[config.mk]
export PLATFORM = sky130hd
export DESIGN_NAME = i2c_master_transaction_sequencer_flat
export DESIGN_NICKNAME = d
export VERILOG_FILES = /design/src/hw/rtl/i2cmts_pkg.sv /design/src/hw/rtl/i2cmts_if.sv /design/src/hw/rtl/i2cmts_step.sv /design/src/hw/rtl/i2c_master_transaction_sequencer.sv /design/src/flat_wrapper.sv
export SDC_FILE = /design/constraint.sdc
export NUM_CORES = 1
export LEC_CHECK = 0
export BUFFER_PORTS_ARGS = -buffer_cell sky130_fd_sc_hd__buf_2
export CAP_MARGIN = 10
export CORE_ASPECT_RATIO = 1.4
export CORE_UTILIZATION = 52
export CTS_BUF_LIST = sky130_fd_sc_hd__clkbuf_16
export DETAILED_ROUTE_END_ITERATION = 8
export PLACE_DENSITY = 0.77
export SLEW_MARGIN = 40
export SYNTH_ARGS = -nofsm -noshare
export SYNTH_HDL_FRONTEND = slang
export SYNTH_SLANG_ARGS = --single-unit
[constraint.sdc]
create_clock -name clk -period 4 [get_ports clk]
set_clock_uncertainty 0.05 [all_clocks]
set_input_delay 0 -clock clk [delete_from_list [all_inputs] [get_ports clk]]
set_output_delay 0 -clock clk [all_outputs]
set_load 0.02 [all_outputs]
[src/hw/rtl/i2cmts_pkg.sv]
package i2cmts_pkg;

    typedef enum logic [1:0] {
        REQ_BEGIN  = 2'd0,
        REQ_WBYTE  = 2'd1,
        REQ_STATUS = 2'd2,
        REQ_UNUSED = 2'd3
    } req_t;

    typedef enum logic [2:0] {
        CMD_NONE   = 3'd0,
        CMD_START  = 3'd1,
        CMD_SEND   = 3'd2,
        CMD_RDACK  = 3'd3,
        CMD_RDNACK = 3'd4,
        CMD_STOP   = 3'd5
    } cmd_t;

    typedef enum logic [3:0] {
        PH_IDLE   = 4'd0,
        PH_WSTART = 4'd1,
        PH_WADDR  = 4'd2,
        PH_WWAIT  = 4'd3,
        PH_WDATA  = 4'd4,
        PH_RSTART = 4'd5,
        PH_RADDR  = 4'd6,
        PH_RACK   = 4'd7,
        PH_RNACK  = 4'd8
    } phase_t;

    localparam logic [7:0] ST_MASK    = 8'hf8;
    localparam logic [7:0] ST_START   = 8'h08;
    localparam logic [7:0] ST_RSTART  = 8'h10;
    localparam logic [7:0] ST_SLAW_OK = 8'h18;
    localparam logic [7:0] ST_SLAW_NK = 8'h20;
    localparam logic [7:0] ST_DATA_OK = 8'h28;
    localparam logic [7:0] ST_DATA_NK = 8'h30;
    localparam logic [7:0] ST_SLAR_OK = 8'h40;
    localparam logic [7:0] ST_SLAR_NK = 8'h48;
    localparam logic [7:0] ST_RD_ACK  = 8'h50;
    localparam logic [7:0] ST_RD_NACK = 8'h58;
    localparam logic [7:0] ADDR_WMASK = 8'hfe;

    typedef struct packed {
        logic [1:0]  req_type;
        logic [7:0]  device_address;
        logic [15:0] prefix_count;
        logic [15:0] write_count;
        logic [15:0] read_count;
        logic [7:0]  write_byte;
        logic [7:0]  bus_status;
        logic [7:0]  received_byte;
    } in_item_t;

    typedef struct packed {
        logic [2:0] bus_command;
        logic [7:0] command_byte;
        logic       want_write_byte;
        logic [7:0] read_byte;
        logic       read_valid;
        logic       done_res;
        logic [7:0] result_status;
    } out_item_t;

    typedef struct packed {
        phase_t      phase;
        logic [7:0]  saved_address;
        logic [16:0] writes_left;
        logic [15:0] reads_left;
        logic        wrote_flag;
    } seq_state_t;

endpackage

[src/hw/rtl/i2cmts_if.sv]
interface i2cmts_in_if
    import i2cmts_pkg::*;
();
    logic     valid;
    logic     ready;
    in_item_t item;

    modport source (output valid, output item, input ready);
    modport sink (input valid, input item, output ready);
endinterface

interface i2cmts_out_if
    import i2cmts_pkg::*;
();
    logic      valid;
    logic      ready;
    out_item_t item;

    modport source (output valid, output item, input ready);
    modport sink (input valid, input item, output ready);
endinterface

[src/hw/rtl/i2cmts_step.sv]
module i2cmts_step
    import i2cmts_pkg::*;
(
    input  in_item_t   item,
    input  seq_state_t state,
    output seq_state_t state_next,
    output out_item_t  result,
    output logic       has_result
);

    logic [7:0]  status_masked;
    logic [16:0] write_sum;
    logic [15:0] reads_dec;
    logic [7:0]  read_expect;
    logic        writes_pending;
    logic        reads_pending;

    assign status_masked  = item.bus_status & ST_MASK;
    assign write_sum      = {1'b0, item.prefix_count} + {1'b0, item.write_count};
    assign reads_dec      = state.reads_left - 16'd1;
    assign read_expect    = state.wrote_flag ? ST_RSTART : ST_START;
    assign writes_pending = (state.writes_left != 17'd0);
    assign reads_pending  = (state.reads_left != 16'd0);

    // Next state.
    always_comb
    begin
        state_next = state;
        case (req_t'(item.req_type))
            REQ_BEGIN:
            begin
                if (state.phase == PH_IDLE)
                begin
                    state_next.saved_address = item.device_address;
                    state_next.writes_left   = write_sum;
                    state_next.reads_left    = item.read_count;
                    if (write_sum != 17'd0)
                    begin
                        state_next.wrote_flag = 1'b1;
                        state_next.phase      = PH_WSTART;
                    end
                    else if (item.read_count != 16'd0)
                    begin
                        state_next.wrote_flag = 1'b0;
                        state_next.phase      = PH_RSTART;
                    end
                    else
                    begin
                        state_next.wrote_flag = 1'b0;
                        state_next.phase      = PH_IDLE;
                    end
                end
            end
            REQ_WBYTE:
            begin
                if (state.phase == PH_WWAIT)
                begin
                    state_next.writes_left = state.writes_left - 17'd1;
                    state_next.phase       = PH_WDATA;
                end
            end
            REQ_STATUS:
            begin
                case (state.phase)
                    PH_WSTART:
                        state_next.phase = (status_masked == ST_START) ? PH_WADDR : PH_IDLE;
                    PH_WADDR, PH_WDATA:
                    begin
                        if ((state.phase == PH_WADDR && status_masked == ST_SLAW_OK) ||
                            (state.phase == PH_WDATA && status_masked == ST_DATA_OK))
                        begin
                            if (writes_pending)
                                state_next.phase = PH_WWAIT;
                            else if (reads_pending)
                                state_next.phase = PH_RSTART;
                            else
                                state_next.phase = PH_IDLE;
                        end
                        else
                            state_next.phase = PH_IDLE;
                    end
                    PH_RSTART:
                        state_next.phase = (status_masked == read_expect) ? PH_RADDR : PH_IDLE;
                    PH_RADDR:
                    begin
                        if (status_masked == ST_SLAR_OK)
                        begin
                            state_next.reads_left = reads_dec;
                            state_next.phase      = (reads_dec != 16'd0) ? PH_RACK : PH_RNACK;
                        end
                        else
                            state_next.phase = PH_IDLE;
                    end
                    PH_RACK:
                    begin
                        if (status_masked == ST_RD_ACK)
                        begin
                            state_next.reads_left = reads_dec;
                            if (reads_dec == 16'd0)
                                state_next.phase = PH_RNACK;
                        end
                        else
                            state_next.phase = PH_IDLE;
                    end
                    PH_RNACK:
                        state_next.phase = PH_IDLE;
                    default:
                        state_next = state;
                endcase
            end
            default:
                state_next = state;
        endcase
    end

    // Result item.
    always_comb
    begin
        result     = '0;
        has_result = 1'b0;
        case (req_t'(item.req_type))
            REQ_BEGIN:
            begin
                if (state.phase == PH_IDLE)
                begin
                    has_result = 1'b1;
                    if (write_sum != 17'd0 || item.read_count != 16'd0)
                        result.bus_command = CMD_START;
                    else
                        result.done_res = 1'b1;
                end
            end
            REQ_WBYTE:
            begin
                if (state.phase == PH_WWAIT)
                begin
                    has_result          = 1'b1;
                    result.bus_command  = CMD_SEND;
                    result.command_byte = item.write_byte;
                end
            end
            REQ_STATUS:
            begin
                has_result = 1'b1;
                case (state.phase)
                    PH_WSTART:
                    begin
                        if (status_masked == ST_START)
                        begin
                            result.bus_command  = CMD_SEND;
                            result.command_byte = state.saved_address & ADDR_WMASK;
                        end
                        else
                        begin
                            result.done_res      = 1'b1;
                            result.result_status = status_masked;
                        end
                    end
                    PH_WADDR, PH_WDATA:
                    begin
                        if ((state.phase == PH_WADDR && status_masked == ST_SLAW_OK) ||
                            (state.phase == PH_WDATA && status_masked == ST_DATA_OK))
                        begin
                            if (writes_pending)
                                result.want_write_byte = 1'b1;
                            else if (reads_pending)
                                result.bus_command = CMD_START;
                            else
                            begin
                                result.bus_command = CMD_STOP;
                                result.done_res    = 1'b1;
                            end
                        end
                        else if ((state.phase == PH_WADDR && status_masked == ST_SLAW_NK) ||
                                 (state.phase == PH_WDATA && status_masked == ST_DATA_NK))
                        begin
                            // The device refused: release the bus before reporting.
                            result.bus_command   = CMD_STOP;
                            result.done_res      = 1'b1;
                            result.result_status = status_masked;
                        end
                        else
                        begin
                            result.done_res      = 1'b1;
                            result.result_status = status_masked;
                        end
                    end
                    PH_RSTART:
                    begin
                        if (status_masked == read_expect)
                        begin
                            result.bus_command  = CMD_SEND;
                            result.command_byte = state.saved_address | 8'h01;
                        end
                        else
                        begin
                            result.done_res      = 1'b1;
                            result.result_status = status_masked;
                        end
                    end
                    PH_RADDR:
                    begin
                        if (status_masked == ST_SLAR_OK)
                            result.bus_command = (reads_dec != 16'd0) ? CMD_RDACK : CMD_RDNACK;
                        else if (status_masked == ST_SLAR_NK)
                        begin
                            result.bus_command   = CMD_STOP;
                            result.done_res      = 1'b1;
                            result.result_status = status_masked;
                        end
                        else
                        begin
                            result.done_res      = 1'b1;
                            result.result_status = status_masked;
                        end
                    end
                    PH_RACK:
                    begin
                        if (status_masked == ST_RD_ACK)
                        begin
                            result.read_byte   = item.received_byte;
                            result.read_valid  = 1'b1;
                            result.bus_command = (reads_dec != 16'd0) ? CMD_RDACK : CMD_RDNACK;
                        end
                        else
                        begin
                            result.done_res      = 1'b1;
                            result.result_status = status_masked;
                        end
                    end
                    PH_RNACK:
                    begin
                        if (status_masked == ST_RD_NACK)
                        begin
                            result.read_byte   = item.received_byte;
                            result.read_valid  = 1'b1;
                            result.bus_command = CMD_STOP;
                            result.done_res    = 1'b1;
                        end
                        else
                        begin
                            result.done_res      = 1'b1;
                            result.result_status = status_masked;
                        end
                    end
                    default:
                        has_result = 1'b0;
                endcase
            end
            default:
                has_result = 1'b0;
        endcase
    end

endmodule

[src/hw/rtl/i2c_master_transaction_sequencer.sv]
// Write-then-read transaction sequencer for a byte-level I2C bus engine.
// Requests arrive as items on in_ch: a begin item carrying the device
// address and the prefix, write and read counts, a write-byte item when the
// block has asked for the next byte, and a status item after every bus
// command. Each accepted item that fits the current phase yields one item on
// out_ch with the next bus command, a write-byte request, a received byte
// or the final status; items that do not fit the phase are dropped.
// An accepted item lands in the input register; the step logic works on it
// combinationally and the result is registered in the output register, from
// which out_ch presents it until it is taken.
// One item is taken every cycle while out_ch keeps up.
// When out_ch stalls, the pending result is held in the output register and
// the item behind it waits in the input register; in_ch.ready drops only
// when both are occupied.
// Reset clears the phase to idle, the saved address, both counters and the
// wrote flag, and empties both registers.
module i2c_master_transaction_sequencer
    import i2cmts_pkg::*;
(
    input  logic                clk,
    input  logic                rst_n,
    i2cmts_in_if.sink           in_ch,
    i2cmts_out_if.source        out_ch
);

    in_item_t   in_item_reg;
    logic       in_valid_reg;
    out_item_t  out_item_reg;
    logic       out_valid_reg;
    seq_state_t state_reg;
    seq_state_t state_next;
    out_item_t  step_result;
    logic       step_has_result;
    logic       advance;

    i2cmts_step u_step (
        .item       (in_item_reg),
        .state      (state_reg),
        .state_next (state_next),
        .result     (step_result),
        .has_result (step_has_result)
    );

    assign advance      = in_valid_reg && (!out_valid_reg || out_ch.ready);
    assign in_ch.ready  = !in_valid_reg || advance;
    assign out_ch.valid = out_valid_reg;
    assign out_ch.item  = out_item_reg;

    always_ff @(posedge clk or negedge rst_n)
    begin
        if (!rst_n)
        begin
            in_valid_reg  <= 1'b0;
            out_valid_reg <= 1'b0;
            state_reg     <= '{phase: PH_IDLE, saved_address: 8'd0, writes_left: 17'd0,
                               reads_left: 16'd0, wrote_flag: 1'b0};
        end
        else
        begin
            if (in_ch.ready)
                in_valid_reg <= in_ch.valid;
            if (advance)
            begin
                state_reg     <= state_next;
                out_valid_reg <= step_has_result;
            end
            else if (out_ch.ready)
                out_valid_reg <= 1'b0;
        end
    end

    always_ff @(posedge clk)
    begin
        if (in_ch.ready && in_ch.valid)
            in_item_reg <= in_ch.item;
        if (advance && step_has_result)
            out_item_reg <= step_result;
    end

endmodule

[src/flat_wrapper.sv]
// flat-port wrapper written by rule: the top's interface ports become plain ports
module i2c_master_transaction_sequencer_flat import i2cmts_pkg::*;
  (clk, rst_n, in_ch_valid, in_ch_item, in_ch_ready, out_ch_valid, out_ch_item, out_ch_ready);
  i2cmts_in_if in_ch_i ();
  i2cmts_out_if out_ch_i ();
  input  logic clk;
  input  logic rst_n;
  input wire logic [$bits(in_ch_i.valid)-1:0] in_ch_valid;
  input wire logic [$bits(in_ch_i.item)-1:0] in_ch_item;
  output wire logic [$bits(in_ch_i.ready)-1:0] in_ch_ready;
  output wire logic [$bits(out_ch_i.valid)-1:0] out_ch_valid;
  output wire logic [$bits(out_ch_i.item)-1:0] out_ch_item;
  input wire logic [$bits(out_ch_i.ready)-1:0] out_ch_ready;
  assign in_ch_i.valid = in_ch_valid;
  assign in_ch_i.item = in_ch_item;
  assign in_ch_ready = in_ch_i.ready;
  assign out_ch_valid = out_ch_i.valid;
  assign out_ch_item = out_ch_i.item;
  assign out_ch_i.ready = out_ch_ready;
  i2c_master_transaction_sequencer u_core (.clk(clk), .rst_n(rst_n), .in_ch(in_ch_i), .out_ch(out_ch_i));
endmodule
==> metrics <==
die area 15600 µm²; Post-synth EDFFs 105; Fmax about 0.29 GHz; Detail Placement HPWL about 13000 µm; layout cell share with drive strength beyond 1 around a fifth; drt wl/cell 18.2 µm; area of the multi-input gates approximately 3300 µm²; critical path required time ~4.1 ns; GRT busiest layer met2; endpoint type of the worst setup path flop; P per Cell Area 539 nW/µm²; final instance area 10000 µm²; Tmin final 3.50 ns; antenna violations before repair 0; Clock transition at path regs 0.06 ns; number of warnings issued by yosys 0; Initial Utilization 53.9%; Final Hold Fails 0; largest vdd supply drop 281 µV; outcome complete, no violations; RSZ-0062 raised after global routing false; Register Area 4330 µm²; Top cell by count, worst path a21oi_1; Via density 6.00; ant diodes 0; synth-to-layout area growth 27.3%; prevailing post-synth register cell edfxtp_1; Placed Area 8600 µm²; most frequent cells in the layout buf_2, edfxtp_1, dlygate4sd3_1; Max H-tree Level 4; DR vias about 6.7k; Largest stage delay, worst path 0.62 ns; Post-CTS Resized 0; Rel. slew slack between 40% and 50%; die height 147 µm; ys async rst share 30.9%; met1 Usage GRT 28.6%; Detailed Route Iter0 Violations around 530; slowest stage cell, crit path or4b_1; post-synthesis sequential area ratio 55.1%; TNS Setup 0 ns; slew at the pin with the worst max-slew slack 0.764 ns; PortBufs between 100 and 150; core area 14600 µm²; vias in the first global route 6835; Filler cells 1071; crit-path max FO 5; Seq cells post-synth 152; leak pwr 3.91 nW; max_cap viols 0; M3 GR Usage 4.85%; fin cells between 1k and 1.5k; GRT Total Usage 27.1%; max FFs per register 78; Hold/Removal Path Class primary input to async pin; area of the mapped netlist 7850 µm²; Post-Place Cells 1003; post-layout net count 1025; CTS buffer count 17; type of origin of the critical path flop; Final Cycle Share 87.4%; num rows 52; # setup viols final 0; io pins 118; synthesized instance count 726; CP Cell Sequence ha_1, inv_1, fa_1, nand2b_1, a21oi_1, a2bb2oi_2, o221a_2, mux2i_1, or4b_1, o21bai_1, a21oi_1; most common cell after layout, fill and taps aside buf_2; clock tree buffer depth 2; largest net degree at the start of global routing 51; drt first pass iters 6; CTS tree done; Critical Path AT between 3 and 4 ns; crit path kind flop to flop; first-pass GRT wire length 32600 µm; clk_lat worst skew 0.43 ns; Post-CTS Setup Bufs 0; grt met2 use 51.4%; DR DRC count 0; Final ANT Viol Nets 0; Die W around 110 µm; Slew Viols, Final 0; CTS Hold Bufs 82; CTS Sinks 152; Tot Pwr between 0.005 and 0.006 W; Clock Root Buffer clkbuf_16; synth unique cells 73; total grt overflow 0; Avg Inst Size Synth 10.8 µm²; Routability Congestion 0.887; WL final 20300 µm
-- worst max-delay path: cells and delay by family (launching register included) --
kind | cells | cell delay [ns]
compound gates | 5 | 1.24
mux | 1 | 0.09
flops | 1 | 0.34
simple gates | 2 | 0.81
fa+ha+maj | 2 | 0.63
buf+inv | 1 | 0.06
-- report_power, final --
part,internal (W),leakage (nW),switching (W)
logic,0.000596,2.04,0.000854
clock network,0.000922,0.287,0.000675
registers,0.00200,1.59,0.000344
-- cell type report --
| class | count | area share, % |
|---|---|---|
| tap | 189 | 2.37 |
| clock inverter | 15 | 1.54 |
| inverter | 23 | 0.863 |
| clock buffer | 17 | 4.25 |
| sequential | 152 | 43.3 |
| multi-input combinational | 522 | 33.3 |
| timing repair buffer | 199 | 14.4 |
-- through the flow --
| step | hold slack [ns] | setup slack, ns | utilization [%] |
|---|---|---|---|
| finish | 0.0941 | 0.504 | 68.6 |
| global route | 0.163 | 0.297 | 68.6 |
| CTS | 0.119 | 0.504 | 68.6 |
| detailed placement | 0.0131 | 0.546 | 59.0 |
| global placement | 0.126 | 0.604 | 58.8 |
| floorplan | -0.346 | 0.764 | - |
-- Yosys cell counts (4+ instances only) --
cell type / count / area share [%]
edfxtp_1: 105 / 40
nor2_1: 69 / 3.3
o21ai_0: 66 / 4.2
a21oi_1: 53 / 3.4
dfrtp_1: 47 / 15
nand2_1: 42 / 2.0
nand3_1: 29 / 1.8
clkbuf_1: 24 / 1.1
ha_1: 23 / 3.7
inv_1: 23 / 1.1
nor3_1: 22 / 1.4
nor4_1: 14 / 1.1
and2_1: 13 / 1.0
nand2b_1: 10 / 0.80
nor2b_1: 9 / 0.72
xnor2_1: 9 / 1.0
a22o_1: 8 / 0.89
a31oi_1: 8 / 0.64
a211oi_1: 7 / 0.67
mux2_2: 7 / 1.0
nand4_1: 7 / 0.56
o21a_1: 7 / 0.67
a211o_1: 5 / 0.56
and3_1: 5 / 0.40
o31ai_1: 5 / 0.48
or2_2: 5 / 0.40
or3_1: 5 / 0.40
xor2_1: 5 / 0.56
a21o_1: 4 / 0.38
a221oi_1: 4 / 0.45
a32oi_1: 4 / 0.45
buf_4: 4 / 0.38
nor3b_1: 4 / 0.38
o211ai_1: 4 / 0.38
o21bai_1: 4 / 0.38
or4_1: 4 / 0.38
-- logic make-up (layout without fill, tap and decap cells) --
family,Yosys count,count (layout),synth area share [%]
AND/OR/NAND/NOR,254,254,16.6
AO/OA/AOI/OAI,216,216,18.3
flip-flops,152,152,55.1
buffers and inverters,54,254,2.87
adder cells (fa/ha/maj),24,24,3.92
XOR/XNOR,14,14,1.56
multiplexers,11,11,1.58
other,1,3,0.0478
-- worst paths after layout --
| path | start | endpoint | slack, ns | cells past startpoint |
|---|---|---|---|---|
| min in group clk | in_ch_item[22] | u_core.in_item_reg[22] | 0.23 | 2 |
| hold reg to reg | u_core.in_item_reg[77] | u_core.state_reg[39] | 0.43 | 1 |
| hold / removal | rst_n | u_core.state_reg[18] | 0.09 | 2 |
| setup reg to reg | u_core.in_item_reg[40] | u_core.out_ch.item[27] | 0.50 | 11 |
| setup / recovery | u_core.in_item_reg[40] | u_core.out_ch.item[27] | 0.50 | 11 |
| max in group asynchronous | rst_n | u_core.state_reg[42] | 3.37 | 2 |
-- routing by layer --
metal,vias to the layer above,part of all wire [%]
met1,3217,36
met2,278,55
met3,73,4.7
li1,3135,-
met4,0,3.7
met5,-,0
Note: power is estimated with default switching activity, not from simulation.
